`config.mk`:
```
export PLATFORM = sky130hd
export DESIGN_NAME = base64_stream_decoder_core
export DESIGN_NICKNAME = d
export VERILOG_FILES = /design/src/rtl/b64d_pkg.sv /design/src/rtl/base64_stream_decoder_core.sv /design/src/rtl/b64d_front.sv /design/src/rtl/b64d_run_fifo.sv /design/src/rtl/b64d_back.sv
export SDC_FILE = /design/constraint.sdc
export NUM_CORES = 1
export LEC_CHECK = 0
export BUFFER_PORTS_ARGS = -buffer_cell sky130_fd_sc_hd__buf_2
export CAP_MARGIN = 20
export CORE_MARGIN = 5
export CORE_UTILIZATION = 50
export CTS_BUF_LIST = sky130_fd_sc_hd__clkbuf_2
export DETAILED_ROUTE_END_ITERATION = 10
export GPL_TIMING_DRIVEN = 0
export PLACE_DENSITY = 0.67
export SLEW_MARGIN = 20
export SYNTH_ARGS = -nofsm -noshare
export SYNTH_HDL_FRONTEND = slang
export SYNTH_SLANG_ARGS = --single-unit
```
`constraint.sdc`:
```
create_clock -name clk -period 5.7 [get_ports clk]
set_input_delay 0.57 -clock clk [delete_from_list [all_inputs] [get_ports clk]]
set_output_delay 0.57 -clock clk [all_outputs]
set_load 0.05 [all_outputs]
```
`src/rtl/b64d_pkg.sv`:
```
// ----------------------------------------------------------------------------
// b64d_pkg
// Shared types, constants and character classification for the base64
// stream decoder.
// ----------------------------------------------------------------------------
package b64d_pkg;

	// Depth of the run queue between the front and back parts.
	localparam int unsigned FIFO_DEPTH = 4;
	localparam int unsigned FIFO_AW    = $clog2(FIFO_DEPTH);

	// Configuration register indexes.
	typedef logic [1:0] cfg_index_t;
	localparam cfg_index_t CFG_ALPHABET = 2'd0;
	localparam cfg_index_t CFG_PADDING  = 2'd1;
	localparam cfg_index_t CFG_STRICT   = 2'd2;

	// Character codes.
	localparam logic [7:0] CHR_UPPER_A = 8'h41;
	localparam logic [7:0] CHR_UPPER_Z = 8'h5A;
	localparam logic [7:0] CHR_LOWER_A = 8'h61;
	localparam logic [7:0] CHR_LOWER_Z = 8'h7A;
	localparam logic [7:0] CHR_DIGIT_0 = 8'h30;
	localparam logic [7:0] CHR_DIGIT_9 = 8'h39;
	localparam logic [7:0] CHR_PAD     = 8'h3D;
	localparam logic [7:0] CHR_PLUS    = 8'h2B;
	localparam logic [7:0] CHR_SLASH   = 8'h2F;
	localparam logic [7:0] CHR_MINUS   = 8'h2D;
	localparam logic [7:0] CHR_UNDER   = 8'h5F;
	localparam logic [7:0] CHR_SPACE   = 8'h20;
	localparam logic [7:0] CHR_TAB     = 8'h09;
	localparam logic [7:0] CHR_LF      = 8'h0A;
	localparam logic [7:0] CHR_CR      = 8'h0D;

	// One configuration write.
	typedef struct packed {
		logic       valid;
		cfg_index_t index;
		logic       data;
	} cfg_wr_t;

	// Class of one input character.
	typedef struct packed {
		logic [5:0] sextet;
		logic       is_pad;
		logic       is_bad;
	} cls_t;

	// All results caused by one input word: up to three data bytes, then
	// an optional status.
	typedef struct packed {
		logic [2:0][7:0] bytes;
		logic [1:0]      nbytes;
		logic            has_status;
		logic            ok;
	} run_t;

	// Whitespace that non-strict mode skips.
	function automatic logic b64d_blank(input logic [7:0] c);
		return (c == CHR_SPACE) || (c == CHR_TAB) || (c == CHR_LF) || (c == CHR_CR);
	endfunction

	// Map a character to its sextet, padding or invalid class.
	function automatic cls_t b64d_classify(input logic [7:0] c, input logic url);
		cls_t r;
		r = '0;
		if (c inside {[CHR_UPPER_A:CHR_UPPER_Z]}) begin
			r.sextet = 6'(c - CHR_UPPER_A);
		end else if (c inside {[CHR_LOWER_A:CHR_LOWER_Z]}) begin
			r.sextet = 6'(c - CHR_LOWER_A + 8'd26);
		end else if (c inside {[CHR_DIGIT_0:CHR_DIGIT_9]}) begin
			r.sextet = 6'(c - CHR_DIGIT_0 + 8'd52);
		end else if (c == CHR_PAD) begin
			r.is_pad = 1'b1;
		end else if (!url && c == CHR_PLUS) begin
			r.sextet = 6'd62;
		end else if (!url && c == CHR_SLASH) begin
			r.sextet = 6'd63;
		end else if (url && c == CHR_MINUS) begin
			r.sextet = 6'd62;
		end else if (url && c == CHR_UNDER) begin
			r.sextet = 6'd63;
		end else begin
			r.is_bad = 1'b1;
		end
		return r;
	endfunction

endpackage

```
`src/rtl/base64_stream_decoder_core.sv`:
```
// ----------------------------------------------------------------------------
// base64_stream_decoder_core
// Base64 (standard or url-safe) stream decoder with a final status word.
// ----------------------------------------------------------------------------
// One character is accepted per clock while full is low; the character is
// classified and folded into the quad state in the cycle it is accepted, and
// the words it causes (up to three data bytes and, at end of string, one
// status word) go as one run into a four-run queue. The back part delivers one
// result word per cycle while pop is high and a run is waiting, and full rises
// only when four runs are waiting. Data bytes of a string are provisional until
// its status word: on decode_ok low the consumer drops them. Configuration
// writes are always ready and take effect at once; the user must make them only
// while the block is idle, which the block itself does not enforce.
module base64_stream_decoder_core import b64d_pkg::*; (
	input  logic       clk,
	input  logic       arst_n,
	input  logic       cfg_valid,
	output logic       cfg_ready,
	input  logic [1:0] cfg_index,
	input  logic       cfg_data,
	input  logic       push,
	output logic       full,
	input  logic [7:0] char_in,
	input  logic       end_of_string,
	output logic       empty,
	input  logic       pop,
	output logic       is_status,
	output logic [7:0] data_byte,
	output logic       decode_ok,
	output logic       last_of_run
);

	cfg_wr_t cfg_wr;
	logic    accept;
	logic    run_push;
	run_t    run_in;
	run_t    run_out;
	logic    run_pop;
	logic    fifo_empty;

	assign cfg_ready    = 1'b1;
	assign cfg_wr.valid = cfg_valid;
	assign cfg_wr.index = cfg_index;
	assign cfg_wr.data  = cfg_data;
	assign accept       = push && !full;

	// Front: classification and quad state.
	b64d_front u_front (
		.clk           (clk),
		.arst_n        (arst_n),
		.cfg_wr        (cfg_wr),
		.accept        (accept),
		.char_in       (char_in),
		.end_of_string (end_of_string),
		.run_push      (run_push),
		.run           (run_in)
	);

	// Queue of pending runs.
	b64d_run_fifo u_fifo (
		.clk     (clk),
		.arst_n  (arst_n),
		.wr_en   (run_push),
		.wr_data (run_in),
		.rd_en   (run_pop),
		.rd_data (run_out),
		.full    (full),
		.empty   (fifo_empty)
	);

	// Back: result delivery.
	b64d_back u_back (
		.clk         (clk),
		.arst_n      (arst_n),
		.fifo_data   (run_out),
		.fifo_empty  (fifo_empty),
		.fifo_pop    (run_pop),
		.pop         (pop),
		.empty       (empty),
		.is_status   (is_status),
		.data_byte   (data_byte),
		.decode_ok   (decode_ok),
		.last_of_run (last_of_run)
	);

endmodule

```
`src/rtl/b64d_front.sv`:
```
// ----------------------------------------------------------------------------
// b64d_front
// Accepts characters, classifies them, tracks the quad state and builds the
// run of results that each character causes.
// ----------------------------------------------------------------------------
module b64d_front import b64d_pkg::*; (
	input  logic       clk,
	input  logic       arst_n,
	input  cfg_wr_t    cfg_wr,
	input  logic       accept,
	input  logic [7:0] char_in,
	input  logic       end_of_string,
	output logic       run_push,
	output run_t       run
);

	logic        alphabet_q;
	logic        padreq_q;
	logic        strict_q;
	logic [17:0] hold_q;
	logic [1:0]  pos_q;
	logic        pad3_q;
	logic        pdone_q;
	logic        fail_q;

	logic [17:0] hold_d;
	logic [1:0]  pos_d;
	logic        pad3_d;
	logic        pdone_d;
	logic        fail_d;
	logic        skip;
	cls_t        cls;
	run_t        run_d;

	// Configuration registers.
	always_ff @(posedge clk or negedge arst_n) begin
		if (!arst_n) begin
			alphabet_q <= 1'b0;
			padreq_q   <= 1'b0;
			strict_q   <= 1'b0;
		end else if (cfg_wr.valid) begin
			case (cfg_wr.index)
				CFG_ALPHABET: alphabet_q <= cfg_wr.data;
				CFG_PADDING:  padreq_q   <= cfg_wr.data;
				CFG_STRICT:   strict_q   <= cfg_wr.data;
				default: ;
			endcase
		end
	end

	// Next quad state and the run for the current character.
	always_comb begin
		cls     = b64d_classify(char_in, alphabet_q);
		skip    = !strict_q && b64d_blank(char_in);
		hold_d  = hold_q;
		pos_d   = pos_q;
		pad3_d  = pad3_q;
		pdone_d = pdone_q;
		fail_d  = fail_q;
		run_d   = '0;

		if (!skip && !fail_q) begin
			if (pdone_q || cls.is_bad) begin
				fail_d = 1'b1;
			end else if (pos_q < 2'd2) begin
				if (cls.is_pad) begin
					fail_d = 1'b1;
				end else begin
					hold_d = {hold_q[11:0], cls.sextet};
					pos_d  = pos_q + 2'd1;
				end
			end else if (pos_q == 2'd2) begin
				if (cls.is_pad) begin
					pad3_d = 1'b1;
				end else begin
					hold_d = {hold_q[11:0], cls.sextet};
				end
				pos_d = 2'd3;
			end else begin
				// Fourth character closes the quad.
				if (pad3_q) begin
					if (cls.is_pad) begin
						run_d.bytes[0] = hold_q[11:4];
						run_d.nbytes   = 2'd1;
						pdone_d        = 1'b1;
					end else begin
						fail_d = 1'b1;
					end
				end else if (cls.is_pad) begin
					run_d.bytes[0] = hold_q[17:10];
					run_d.bytes[1] = hold_q[9:2];
					run_d.nbytes   = 2'd2;
					pdone_d        = 1'b1;
				end else begin
					run_d.bytes[0] = hold_q[17:10];
					run_d.bytes[1] = hold_q[9:2];
					run_d.bytes[2] = {hold_q[1:0], cls.sextet};
					run_d.nbytes   = 2'd3;
				end
				hold_d = '0;
				pos_d  = 2'd0;
				pad3_d = 1'b0;
			end
		end

		// End of string: flush an unpadded tail and append the status.
		if (end_of_string) begin
			if (!fail_d) begin
				if (pad3_d || pos_d == 2'd1) begin
					fail_d = 1'b1;
				end else if (pos_d >= 2'd2 && padreq_q) begin
					fail_d = 1'b1;
				end else if (pos_d == 2'd2) begin
					run_d.bytes[0] = hold_d[11:4];
					run_d.nbytes   = 2'd1;
				end else if (pos_d == 2'd3) begin
					run_d.bytes[0] = hold_d[17:10];
					run_d.bytes[1] = hold_d[9:2];
					run_d.nbytes   = 2'd2;
				end
			end
			run_d.has_status = 1'b1;
			run_d.ok         = !fail_d;
			hold_d  = '0;
			pos_d   = 2'd0;
			pad3_d  = 1'b0;
			pdone_d = 1'b0;
			fail_d  = 1'b0;
		end
	end

	// Quad state registers.
	always_ff @(posedge clk or negedge arst_n) begin
		if (!arst_n) begin
			hold_q  <= '0;
			pos_q   <= 2'd0;
			pad3_q  <= 1'b0;
			pdone_q <= 1'b0;
			fail_q  <= 1'b0;
		end else if (accept) begin
			hold_q  <= hold_d;
			pos_q   <= pos_d;
			pad3_q  <= pad3_d;
			pdone_q <= pdone_d;
			fail_q  <= fail_d;
		end
	end

	assign run      = run_d;
	assign run_push = accept && (run_d.nbytes != 2'd0 || end_of_string);

	// A pushed run without status always carries data.
	a_run_nonempty: assert property (@(posedge clk) disable iff (!arst_n)
		run_push && !run.has_status |-> run.nbytes != 2'd0)
		else $error("empty run pushed");

	// A failed string produces no data until its end.
	a_fail_absorbs: assert property (@(posedge clk) disable iff (!arst_n)
		fail_q && accept && !end_of_string |-> !run_push)
		else $error("data after failure");

endmodule

```
`src/rtl/b64d_run_fifo.sv`:
```
// ----------------------------------------------------------------------------
// b64d_run_fifo
// Short queue of result runs between the front and back parts.
// ----------------------------------------------------------------------------
module b64d_run_fifo import b64d_pkg::*; (
	input  logic clk,
	input  logic arst_n,
	input  logic wr_en,
	input  run_t wr_data,
	input  logic rd_en,
	output run_t rd_data,
	output logic full,
	output logic empty
);

	run_t                 mem_q [FIFO_DEPTH];
	logic [FIFO_AW-1:0]   wr_ptr_q;
	logic [FIFO_AW-1:0]   rd_ptr_q;
	logic [FIFO_AW:0]     count_q;

	// Storage.
	always_ff @(posedge clk) begin
		if (wr_en) begin
			mem_q[wr_ptr_q] <= wr_data;
		end
	end

	// Pointers and fill count.
	always_ff @(posedge clk or negedge arst_n) begin
		if (!arst_n) begin
			wr_ptr_q <= '0;
			rd_ptr_q <= '0;
			count_q  <= '0;
		end else begin
			if (wr_en) begin
				wr_ptr_q <= wr_ptr_q + FIFO_AW'(1);
			end
			if (rd_en) begin
				rd_ptr_q <= rd_ptr_q + FIFO_AW'(1);
			end
			case ({wr_en, rd_en})
				2'b10:   count_q <= count_q + (FIFO_AW+1)'(1);
				2'b01:   count_q <= count_q - (FIFO_AW+1)'(1);
				default: ;
			endcase
		end
	end

	assign rd_data = mem_q[rd_ptr_q];
	assign full    = (count_q == (FIFO_AW+1)'(FIFO_DEPTH));
	assign empty   = (count_q == '0);

	// Fill count stays within the depth.
	a_count_range: assert property (@(posedge clk) disable iff (!arst_n)
		count_q <= (FIFO_AW+1)'(FIFO_DEPTH))
		else $error("fifo count out of range");

	// No write into a full queue and no read from an empty one.
	a_no_overflow: assert property (@(posedge clk) disable iff (!arst_n)
		!(wr_en && full) && !(rd_en && empty))
		else $error("fifo overflow or underflow");

endmodule

```
`src/rtl/b64d_back.sv`:
```
// ----------------------------------------------------------------------------
// b64d_back
// Takes runs from the queue and delivers their results one word at a time.
// ----------------------------------------------------------------------------
module b64d_back import b64d_pkg::*; (
	input  logic       clk,
	input  logic       arst_n,
	input  run_t       fifo_data,
	input  logic       fifo_empty,
	output logic       fifo_pop,
	input  logic       pop,
	output logic       empty,
	output logic       is_status,
	output logic [7:0] data_byte,
	output logic       decode_ok,
	output logic       last_of_run
);

	run_t       cur_q;
	logic       cur_valid_q;
	logic [1:0] idx_q;

	logic [2:0] total;
	logic       last;
	logic       advance;
	logic       load;

	// Position within the current run.
	assign total   = {1'b0, cur_q.nbytes} + {2'b00, cur_q.has_status};
	assign last    = ({1'b0, idx_q} == total - 3'd1);
	assign advance = cur_valid_q && pop;
	assign load    = (!cur_valid_q || (advance && last)) && !fifo_empty;
	assign fifo_pop = load;

	// Current run register.
	always_ff @(posedge clk) begin
		if (load) begin
			cur_q <= fifo_data;
		end
	end

	always_ff @(posedge clk or negedge arst_n) begin
		if (!arst_n) begin
			cur_valid_q <= 1'b0;
			idx_q       <= 2'd0;
		end else if (load) begin
			cur_valid_q <= 1'b1;
			idx_q       <= 2'd0;
		end else if (advance) begin
			if (last) begin
				cur_valid_q <= 1'b0;
			end
			idx_q <= idx_q + 2'd1;
		end
	end

	// Result word selection.
	always_comb begin
		is_status = (idx_q == cur_q.nbytes);
		case (idx_q)
			2'd0:    data_byte = cur_q.bytes[0];
			2'd1:    data_byte = cur_q.bytes[1];
			2'd2:    data_byte = cur_q.bytes[2];
			default: data_byte = 8'h00;
		endcase
		if (is_status) begin
			data_byte = 8'h00;
		end
	end

	assign decode_ok   = is_status && cur_q.ok;
	assign last_of_run = last;
	assign empty       = !cur_valid_q;

	// The index never runs past the end of the current run.
	a_idx_range: assert property (@(posedge clk) disable iff (!arst_n)
		cur_valid_q |-> ({1'b0, idx_q} < total))
		else $error("run index out of range");

endmodule

```
Word-level counts from Yosys, hierarchy flattened. Memory sizes are Yosys's and may differ from the RTL's. A register that Yosys moved wholly into a read port is not among the register bits. Index checks and enable logic that the tools add are counted. Widths: inputs -> output; s select.

$add $sub $neg: 13. Reduce and logical (&&, ||, !) cells: 46. Magnitude comparators: 8. Mux-type cells: 79. Equal/unequal tests: 25.

Operator list (count): $mux 18 (10); $mux 26 (4); $mux 6 (8); $eq 8x6->1 const B (5); $mux 1 (36); $mux 10 (3); $eq 8x4->1 const B (3); $mux 8 (3); $pmux 8 s3 (1); $mux 2 (11); $mux 20 (1); $ge 8x7->1 const B (2); $le 8x7->1 const B (2); $logic_and 1x1->1 (16); $mux 16 (1); $eq 2x2->1 const B (6); $reduce_bool 2->1 (6); $sub 6x6->6 const B (2); $add 2x1->2 const B (4); $eq 2x1->1 const B (4); $eq 8x7->1 const B (1); $ge 8x6->1 const B (1); $le 8x6->1 const B (1); $logic_not 1->1 (8); other kinds (19) (32).

Word-level logic and storage cells: 186. Output and inout bits: 14. Memories kept: 1. RAM bits: 112. Register bits after elaboration: 36. Bits of input ports: 17.

Memory list: u_fifo.mem_q (depth 4, width 28, read ports 1, clocked after Yosys merged registers in 1, write ports 1, line b64d_run_fifo.sv:16) `run_t mem_q [FIFO_DEPTH];`.

Longest topological paths before layout. Gate-level depths: netlist of the first run.

Depth in word-level cells: 27. Depth in mapped cells: 16. Gate-level depth less buffers: 15.

Hierarchy. A second synthesis of the first run with hierarchy kept.

Cell total of the unflattened synthesis: 625. Area, all modules: 8562.0 µm².

Modules (own cells, without submodules): b64d_run_fifo (cells each 182, area each 4440.5 µm², sequential area each 3538.4 µm², instances 1); b64d_front (cells each 359, area each 2826.5 µm², sequential area each 650.6 µm², instances 1); b64d_back (cells each 81, area each 1270.0 µm², sequential area each 915.9 µm², instances 1); base64_stream_decoder_core (cells each 3, area each 25.0 µm², sequential area each 0.0 µm², instances 1).

Least setup slack after synthesis of the first run. OpenSTA, ideal clock, no wires.

Path kind: register to register. Start point: register u_back.cur_q[2] (netlist name). End point: register u_fifo.count_q[2]. Setup time: 79 ps. Buffers on the path: 0. Stages on the path, launching flop included: 14. Arrival: 5182 ps. Period minus slack after synthesis: 5261 ps. Path slack: 439 ps. Data required time: 5621 ps. Cell sequence: edfxtp_1 inv_1 ha_1 ha_1 xnor2_1 nor3_1 nand2_1 a21oi_1 ha_1 inv_1 fa_1 xor2_1 nor2_1 xor2_1.

Word-level cells in the longest chain between the ends: 8. Elaborated cells on any way between the ends: 10. Classes of those cells: add/sub: 2; eq/ne: 3; mux: 1; reduce/logical: 4.

Ends and longest elaborated chain: $add 2x1->3 (*) (line b64d_back.sv:29) `assign total = {1'b0, cur_q.nbytes} + {2'b00, cur_q.has_status};`; $sub 3x1->3 (*) (line b64d_back.sv:30) `assign last = ({1'b0, idx_q} == total - 3'd1);`; $eq 2x3->1 (*) (line b64d_back.sv:30); named net last_of_run (line base64_stream_decoder_core.sv:30) `output logic last_of_run`; $logic_and 1x1->1 (*) (line b64d_back.sv:32) `assign load = (!cur_valid_q || (advance && last)) && !fifo_empty;`; $logic_or 1x1->1 (*) (line b64d_back.sv:32); $logic_and 1x1->1 (*) (line b64d_back.sv:32); named net run_pop (line base64_stream_decoder_core.sv:38) `logic run_pop;`; $eq 2x1->1 or $eq 2x2->1 (tied branches) (line b64d_run_fifo.sv:41) `case ({wr_en, rd_en})`; $pmux 3 s2 or $reduce_bool 2->1 (tied branches); to (signal assigned) (line b64d_run_fifo.sv:42) `2'b10: count_q <= count_q + (FIFO_AW+1)'(1);`; to (signal assigned) (line b64d_run_fifo.sv:43) `2'b01: count_q <= count_q - (FIFO_AW+1)'(1);`; to (decl) (line b64d_run_fifo.sv:19) `logic [FIFO_AW:0] count_q;`.

The timed path passes the listed nets; every way through them passes the cells marked *. A chain may end at the register's enable or synchronous reset.

==> reports/results.tsv, run 1 <==
metric	value	unit
Inst Count DP	875	
routed wire length	18.7	mm
status	completed	
Setup Crit Path Kind	in2reg	
Clk Latency, worst-skew pair	0.76	ns
clock-pin slew on the worst setup and hold paths	0.28	ns
skew final	0.0371	ns
final layout net count	719	
largest net degree at the start of global routing	37	
Unique masters post-synth	72	
buffer count from post-CTS setup fixing	0	
cells after synthesis	622	
setup violators final	0	
Starting Density	50.8	%
Num Clock Sinks	176	
peak supply drop	0.000422	V
Design Area, Final	9270	µm²
vias in the first global route	5368	
CTS Root Cell	clkbuf_2	
Post-synth EDFFs	140	
Fin Hold WS	0.141	ns
routability cong.	0.885	
Critical Path End Type	flip-flop	
leakage power	3.37	nW
Seq. cell area	5100	µm²
Period minus WS final	3.86	ns
syn_nets	663	
Final Hold Fails	0	
Inserted Clock Buffers	17	
all-layer global routing usage	19.9	%
Final Cycle Share	67.7	%
Synth top area share	49.9	%
Synth Warn #	0	
vias per std cell	5.90	
Pwr Density	425	nW/µm²
Layout Cells excl Fill	912	
worst path required time	6.15	ns
synth top area cells	edfxtp_1, dfrtp_1, mux4_2	
Fillers	1359	
flops & latches, synth	176	
first-pass GRT wire length	29.8	mm
crit path DAT	4.31	ns
std cell rows	47	
vias post-DR	5383	
initial antenna violation count	1	
setup TNS	0	ns
Slew HR	36.1	%
die area	19600	µm²
IO Port Bufs	28	
Fmax achieved	259	MHz
register area share after synthesis	60.6	%
CP Launch Type	input port	
cts repair resizes	0	
layout cells sized above 1	18.7	%
syn_area_per_cell	13.6	µm²
Layout area overhead	9.96	%
DIE WIDTH	140	µm
area occupied by multi-input gates	3110	µm²
RSZ-0062 raised after global routing	false	
Slew Limit Fails	0	
Hold WC Path Type	in2reg	
dominant cell type by area after synthesis	edfxtp_1	
Core ar.	16600	µm²
Mapped Area	8430	µm²
First-pass DRT Iterations	5	
Layout Utilization	55.9	%
Overflow after GRT	0	
crit path max fanout	10	
area of placed instances	8980	µm²
Routed Antenna Nets	0	
Post-synth top cells	edfxtp_1, nand2_1, dfrtp_1	
Post-DP HPWL	13.2	mm
leading register cell type out of synthesis	edfxtp_1	
most numerous cell in the Yosys netlist	edfxtp_1	
asr flop ratio synth	20.5	%
max-cap viol count	0	
CTS H-tree depth	4	
routed len/inst	20.5	µm
clk buf depth	2	
Ports	31	
Worst-Margin Slew	0.959	ns
CTS tree	built	
Die Y	140	µm
drc violations	0	
DR iter-0 viols	490	
[layout make-up]
type | instances | area share, %
flip-flops and latches | 176 | 55.1
repair buffers | 37 | 3.19
inverters | 25 | 1.01
clock inverters | 15 | 1.78
well taps | 220 | 2.97
clock buffers | 17 | 0.918
diodes | 1 | 0.0270
multi-input cells | 386 | 33.5
plain buffers | 35 | 1.54
[worst paths after layout]
path | from | to | slack [ns] | cells after the start
worst min-delay path | cfg_index[0] | u_front.padreq_q$_DFFE_PN0P_ | 0.14 | 3
max in group asynchronous | arst_n | u_front.hold_q[17]$_DFFE_PN0P_ | 4.66 | 2
min in group asynchronous | arst_n | u_back.cur_valid_q$_DFFE_PN0P_ | 0.44 | 2
worst min register to register | u_fifo.count_q[0]$_DFFE_PN0P_ | u_fifo.count_q[0]$_DFFE_PN0P_ | 0.53 | 1
worst max register to register | u_front.alphabet_q$_DFFE_PN0P_ | u_fifo.mem_q[1][5]$_DFFE_PP_ | 2.05 | 9
worst max-delay path | char_in[2] | u_fifo.mem_q[1][5]$_DFFE_PP_ | 1.84 | 13
[cells by family (layout without fill, tap and decap cells)]
group,Yosys count,count (layout),synth area share (%)
and+or+nand+nor,169,169,9.94
adders and majority gates,24,24,3.65
buffers and inverters,60,129,2.81
AOI/OAI and AO/OA,132,132,11.8
muxes,44,44,9.53
xor gates and xnor gates,16,16,1.66
DFF,176,176,60.6
other,1,2,0.0445
[metal layers]
metal  GRT usage, %  part of all wire [%]
met5              0                     0
met2           32.9                    50
met1           27.0                    44
met3           3.98                   4.8
met4           5.30                   1.4
[worst max-delay path, cell delays in order]
cell and delay [ns]:
buf_2 0.10, buf_2 0.20, inv_1 0.10, ha_1 0.32, a21oi_1 0.19, a311oi_1 0.09, o32ai_1 0.79, o21ai_0 0.22
nor3_1 0.67, buf_2 0.37, a22o_1 0.19, o21ai_1 0.07, o32ai_1 0.40
[state kept, by name, indices dropped and copies added (netlist names), 2 cells and up]
register         flops
u_back.cur_q        28
u_back.idx_q         2
u_fifo.count_q       3
u_fifo.mem_q       112
u_fifo.rd_ptr_q      2
u_fifo.wr_ptr_q      2
u_front.hold_q      18
u_front.pos_q        2
[cell usage in the layout (no fill, tap or decap), types with 5 or more instances in the layout]
cell type and instances:
a21oi_1 24, a222oi_1 8, a22oi_1 7, a31oi_1 7, a32oi_1 5, and2_1 5
and3_1 9, buf_1 6, buf_2 34, clkbuf_1 22, clkbuf_2 17, dfrtp_1 36
edfxtp_1 140, ha_1 23, inv_1 24, inv_6 5, mux2_2 6, mux2i_1 9
mux4_2 28, nand2_1 61, nand2b_1 5, nand3_1 13, nor2_1 35, nor2b_1 5
nor3_1 11, o21a_1 5, o21ai_0 20, o2bb2ai_1 5, o31ai_1 6, xnor2_1 11
xor2_1 5
[metrics by stage]
step	setup WS, ns	power [mW]
floorplan	0.439	2.89
global placement	0.789	3.24
detailed placement	1.19	3.33
CTS	2.04	3.98
global route	1.76	4.17
finish	1.84	3.94
[report_power, final]
part	internal, mW	switching, mW
Clock	0.183	0.472
Combinational	0.536	0.953
Sequential	1.67	0.121
Total	2.39	1.55
[what timing repair did]
action	4_1_cts	5_1_grt
endpoints found under the hold margin	44	0
setup endpoints to repair	0	0
hold buffers	4	0
No activity file was read; power rests on OpenSTA's default activity.
==> run 2, diff against run 1 <==
clock period = 3.98 ns   (was 5.7 ns; I/O delays follow)
==> reports/results.tsv, run 2 (synthesis results as in run 1) <==
metric	value	unit	change
CTS H-tree depth	4		unchanged
Top reg by flops	u_fifo.mem_q		
Inst Count DP	874		-0.11%
leakage power	3.39	nW	+0.66%
largest net degree at the start of global routing	37		unchanged
Slowest cell on crit path	nor4_1		
std cell rows	47		unchanged
worst path required time	4.44	ns	-1.71 ns
Pwr Density	607	nW/µm²	+43%
DIE WIDTH	140	µm	unchanged
Starting Density	50.8	%	unchanged
RSZ-0062 raised after global routing	false		
peak supply drop	0.000514	V	+22%
Final Cycle Share	89.8	%	
cells along the critical path	clkbuf_1, nor4_1, or3_1, a2111oi_4, nor2_1, clkbuf_1, mux2i_1, nor4_1		
vias in the first global route	5291		-1.4%
Hold Buf Count CTS	9		+5
DR iter-0 viols	472		-3.7%
drc violations	0		unchanged
crit path max fanout	10		unchanged
clk buf depth	2		unchanged
routed wire length	18.5	mm	-1.1%
Power Total	5.67	mW	+44%
Critical Path End Type	flip-flop		
Slew Limit Fails	0		unchanged
all-layer global routing usage	19.5	%	-0.38 points
CTS tree	built		
Fmax achieved	280	MHz	
area of placed instances	8960	µm²	-0.17%
skew final	0.0356	ns	-0.00150 ns
setup violators final	0		unchanged
Period minus WS final	3.57	ns	
Hold WC Path Type	in2reg		
Final Hold Fails	0		unchanged
Layout Cells excl Fill	916		+0.44%
buffer count from post-CTS setup fixing	0		unchanged
status	completed		
max-cap viol count	0		unchanged
die area	19600	µm²	unchanged
Clk Latency, worst-skew pair	0.76	ns	about the same
Post-DP HPWL	13.2	mm	+0.13%
Setup Crit Path Kind	reg2reg		
CTS Root Cell	clkbuf_2		
Design Area, Final	9330	µm²	+0.69%
crit path DAT	4.03	ns	-0.28 ns
First-pass DRT Iterations	5		unchanged
routability cong.	0.878		-0.77%
IO Port Bufs	28		unchanged
Num Clock Sinks	176		unchanged
cts repair resizes	0		unchanged
max FFs per register	112		unchanged
Die Y	140	µm	unchanged
first-pass GRT wire length	29.2	mm	-2.1%
clock-pin slew on the worst setup and hold paths	0.27	ns	about the same
most common cell after layout, fill and taps aside	edfxtp_1		
Slew HR	33.6	%	-2.5 points
CP Launch Type	flip-flop		
Core ar.	16600	µm²	unchanged
initial antenna violation count	1		unchanged
Worst-Margin Slew	0.994	ns	+0.0357 ns
biggest regs	u_fifo.mem_q: 112 flops, u_back.cur_q: 28 flops, u_front.hold_q: 18 flops		
vias per std cell	5.92		+0.27%
Ports	31		unchanged
commonest non-fill, non-tap cells in the layout	edfxtp_1, nand2_1, dfrtp_1		
layout cells sized above 1	18.6	%	-0.11 points
Layout area overhead	10.7	%	
final layout net count	723		+0.56%
routed len/inst	20.2	µm	-1.6%
vias post-DR	5421		+0.71%
Routed Antenna Nets	0		unchanged
Overflow after GRT	0		unchanged
largest stage delay on the critical path	0.64	ns	-0.15 ns
Inserted Clock Buffers	17		unchanged
## run 2: cell types whose count changed in the layout (fill, tap and decap cells not counted)
cell and change:
nor3_1 -1, bufinv_16 +1, dlygate4sd3_1 +5, buf_12 -1, clkinv_8 +1, nor3_2 +1, inv_6 -2
## run 2: per-layer routing
metal / GRT usage [%] / vias to the layer above / wire [µm]
met3: 3.64 / 21 / 1080
met5: 0 / - / 0
met2: 32.2 / 199 / 9050
met1: 26.4 / 2685 / 8040
li1: - / 2516 / -
met4: 5.86 / 0 / 358
## run 2: layout make-up
cell class                      count  area [µm²]
Clock inverter                     15         194
Sequential cell                   176        5100
Timing Repair Buffer               41         325
Fill cell                        1389        7250
Buffer                             35         143
Antenna cell                        1        2.50
Inverter                           25        93.8
Multi-Input combinational cell    386        3110
Clock buffer                       17        85.1
Tap cell                          220         275
## run 2: final timing paths
check,startpoint,endpoint,slack [ns],cells past startpoint
setup / recovery,u_front.pos_q[1]$_DFFE_PN0P_,u_fifo.mem_q[3][0]$_DFFE_PP_,0.41,8
hold / removal,push,u_front.hold_q[0]$_DFFE_PN0P_,0.16,5
setup reg to reg,u_front.pos_q[1]$_DFFE_PN0P_,u_fifo.mem_q[3][0]$_DFFE_PP_,0.41,8
hold reg to reg,u_fifo.count_q[2]$_DFFE_PN0P_,u_fifo.count_q[2]$_DFFE_PN0P_,0.52,1
max in group asynchronous,arst_n,u_front.hold_q[9]$_DFFE_PN0P_,3.08,2
min in group asynchronous,arst_n,u_back.cur_valid_q$_DFFE_PN0P_,0.28,2
## run 2: through the flow
stage | worst slack (ns) | hold slack (ns) | TNS [ns] | utilization [%]
after floorplan | 0.228 | 0.102 | 0 | -
after global placement | -0.641 | 0.477 | -74.37 | 53.4
after detailed placement | -0.269 | 0.489 | -5.77 | 54.0
after CTS | 0.425 | 0.0950 | 0 | 56.3
after global routing | 0.115 | 0.0868 | 0 | 56.3
final | 0.406 | 0.155 | 0 | 56.3
## run 2: worst max-delay path: cells and delay by family, from the launching register on
| family | cells | cell delay, ns |
|---|---|---|
| buffers and inverters | 2 | 0.72 |
| AO/OA/AOI/OAI | 1 | 0.06 |
| multiplexers | 1 | 0.17 |
| flip-flops | 1 | 0.44 |
| AND/OR/NAND/NOR | 4 | 1.89 |
## run 2: power by group
group	internal, mW	total (mW)	switching (mW)	leakage, nW
Clock	0.325	1.00	0.677	0.163
Combinational	0.739	2.09	1.36	1.45
Sequential	2.40	2.57	0.173	1.78
==> run 3, diff against run 2 <==
--- a/config.mk
+++ b/config.mk
@@ -8,5 +8,5 @@
 export BUFFER_PORTS_ARGS = -buffer_cell sky130_fd_sc_hd__buf_2
 export CAP_MARGIN = 20
-export CORE_MARGIN = 5
+export CORE_MARGIN = 1
 export CORE_UTILIZATION = 50
 export CTS_BUF_LIST = sky130_fd_sc_hd__clkbuf_2
==> constraint.sdc (replaced) <==
create_clock -name clk -period 3.98 [get_ports clk]
set_input_delay 0.398 -clock clk [delete_from_list [all_inputs] [get_ports clk]]
set_output_delay 0.398 -clock clk [all_outputs]
set_load 0.005 [all_outputs]
==> reports/results.tsv, run 3 (synthesis results as in run 1) <==
metric	value	unit	change
area occupied by multi-input gates	3110	µm²	-0.16%
First-pass DRT Iterations	7		+2
Worst-Margin Slew	0.963	ns	-0.0316 ns
RSZ-0062 raised after global routing	false		
Critical Path End Type	flip-flop		
Fillers	1380		-0.65%
Final Cycle Share	90.7	%	+0.84 points
Layout area overhead	10.3	%	
Routed Antenna Nets	0		unchanged
routed wire length	17.8	mm	-4.1%
# diodes	0		-1
Slew HR	35.8	%	+2.3 points
vias per std cell	5.82		-1.7%
Clk Latency, worst-skew pair	0.71	ns	-0.05 ns
crit path max fanout	10		unchanged
CTS H-tree depth	4		unchanged
drc violations	0		unchanged
CTS tree	built		
all-layer global routing usage	21.5	%	+2.0 points
IO Port Bufs	28		unchanged
max FFs per register	112		unchanged
clk buf depth	2		unchanged
largest stage delay on the critical path	0.72	ns	+0.08 ns
DR iter-0 viols	394		-17%
cells along the critical path	buf_2, clkbuf_1, inv_1, ha_1, inv_1, o211a_1, o32ai_1, o31ai_1, nor2_1, clkbuf_1, mux2i_1, nor4_1		
first-pass GRT wire length	28.1	mm	-4.0%
Slowest cell on crit path	o32ai_1		
CP Launch Type	input port		
setup TNS	0	ns	unchanged
Final Hold Fails	0		unchanged
Num Clock Sinks	176		unchanged
Fmax achieved	277	MHz	-0.93%
std cell rows	47		unchanged
Top reg by flops	u_fifo.mem_q		
status	completed		
hold path cells	5		unchanged
CTS Root Cell	clkbuf_2		
cts repair resizes	0		unchanged
die area	17400	µm²	-11%
Worst Reg2Reg Path Length in Cells	8		unchanged
worst path required time	4.37	ns	-0.07 ns
Period minus WS final	3.61	ns	+0.0335 ns
Setup Crit Path Kind	in2reg		
Die Y	132	µm	-5.7%
Worst Setup SP	char_in[3]		
largest net degree at the start of global routing	37		unchanged
layout cells sized above 1	18.4	%	-0.17 points
peak supply drop	0.000486	V	-5.3%
Pwr Density	554	nW/µm²	-8.9%
crit path buf inv count	5		+3
Starting Density	51.0	%	+0.18 points
Post-DP HPWL	12.6	mm	-4.5%
Hold WC Path Type	in2reg		
Worst Hold End	u_front.hold_q[1]$_DFFE_PN0P_		
Slew Limit Fails	0		unchanged
DIE WIDTH	132	µm	-5.7%
area of placed instances	8980	µm²	+0.17%
most common cell after layout, fill and taps aside	edfxtp_1		
Design Area, Final	9300	µm²	-0.34%
Inserted Clock Buffers	17		unchanged
setup violators final	0		unchanged
commonest non-fill, non-tap cells in the layout	edfxtp_1, nand2_1, dfrtp_1		
max-cap viol count	0		unchanged
CP delay by family, top	compound AO/OA/AOI/OAI gates		
Ports	31		unchanged
clock-pin slew on the worst setup and hold paths	0.23	ns	-0.04 ns
Core ar.	16500	µm²	-0.35%
routed len/inst	19.4	µm	-4.1%
Overflow after GRT	0		unchanged
vias post-DR	5330		-1.7%
routability cong.	0.924		+5.2%
reg2reg start	u_front.alphabet_q$_DFFE_PN0P_		
biggest regs	u_fifo.mem_q: 112 flops, u_back.cur_q: 28 flops, u_front.hold_q: 18 flops		
skew final	0.0444	ns	+0.00885 ns
initial antenna violation count	0		-1
Seq. cell area	5100	µm²	unchanged
crit path DAT	4.00	ns	-0.03 ns
hold_sp	push		
worst reg2reg setup slack	0.38	ns	-0.03 ns
leakage power	3.38	nW	-0.25%
worst flop-to-flop path endpoint	u_fifo.mem_q[2][0]$_DFFE_PP_		
vias in the first global route	5243		-0.91%
Power Total	5.15	mW	-9.2%
final layout net count	724		+0.14%
==> run 3: cell count changes in the layout (fill, tap and decap cells not counted), sizes merged <==
cell      previous run  this run
buf                 45        46
diode                1         0
inv                 32        31
clkinvlp             1         0
clkinv               5         9
bufinv               2         0
==> run 3: worst max-delay path by stage <==
stage / end / slack (ns) / depth (start not counted)
2_1_floorplan: u_fifo.count_q[2]$_DFFE_PN0P_ / 0.45 / 13
3_3_place_gp: u_fifo.mem_q[1][18]$_DFFE_PP_ / -0.51 / 11
3_5_place_dp: u_fifo.mem_q[2][0]$_DFFE_PP_ / -0.23 / 12
4_1_cts: u_fifo.mem_q[2][0]$_DFFE_PP_ / 0.45 / 8
5_1_grt: u_fifo.mem_q[2][0]$_DFFE_PP_ / 0.13 / 12
6_report: u_fifo.mem_q[2][0]$_DFFE_PP_ / 0.37 / 12
==> run 3: where the power goes <==
| part | total [mW] | switching [mW] | internal (mW) |
|---|---|---|---|
| combinational | 1.73 | 0.966 | 0.768 |
| sequential | 2.57 | 0.171 | 2.40 |
| clock | 0.849 | 0.650 | 0.198 |
==> run 3: cell type report <==
cell class                 count  share of cell area [%]
sequential                   176                    54.9
multi-input combinational    386                    33.4
timing repair buffer          42                    3.71
tap                          220                    2.96
clock inverter                15                    1.61
buffer                        35                    1.53
inverter                      25                    1.01
clock buffer                  17                   0.915
==> run 3: worst reg2reg max path, cell delays in order (launching register included) <==
cell and delay (ns):
dfrtp_1 0.46, nand2_1 0.07, or4_4 0.50, o21ai_1 0.33, o31ai_1 0.17, nor2_1 0.45
clkbuf_1 0.49, mux2i_1 0.16, nor4_1 0.66
==> run 3: per-layer routing <==
| metal | vias up | wire, µm | track usage, % | share of wire, % |
|---|---|---|---|---|
| li1 | 2506 | - | - | - |
| met4 | 0 | 208 | 6.01 | 1.2 |
| met1 | 2661 | 7830 | 29.0 | 44 |
| met2 | 147 | 8930 | 36.0 | 50 |
| met3 | 16 | 803 | 3.69 | 4.5 |
| met5 | - | 0 | 0 | 0 |
==> run 3: metrics by stage <==
step                      cells  setup slack [ns]  utilization (%)  hold WS [ns]
after floorplan             622             0.455                -         0.102
after global placement      870            -0.510             53.6         0.473
after detailed placement    875            -0.227             54.3         0.483
after CTS                   916             0.448             56.3         0.138
after global routing        916             0.131             56.3         0.170
final                       916             0.372             56.3         0.206
==> run 3: what timing repair did <==
item | CTS | global route
endpoints found under the hold margin | 46 | 0
endpoints found under the setup margin | 0 | 0
buffers inserted | 0 | 0
hold buffers | 9 | 0
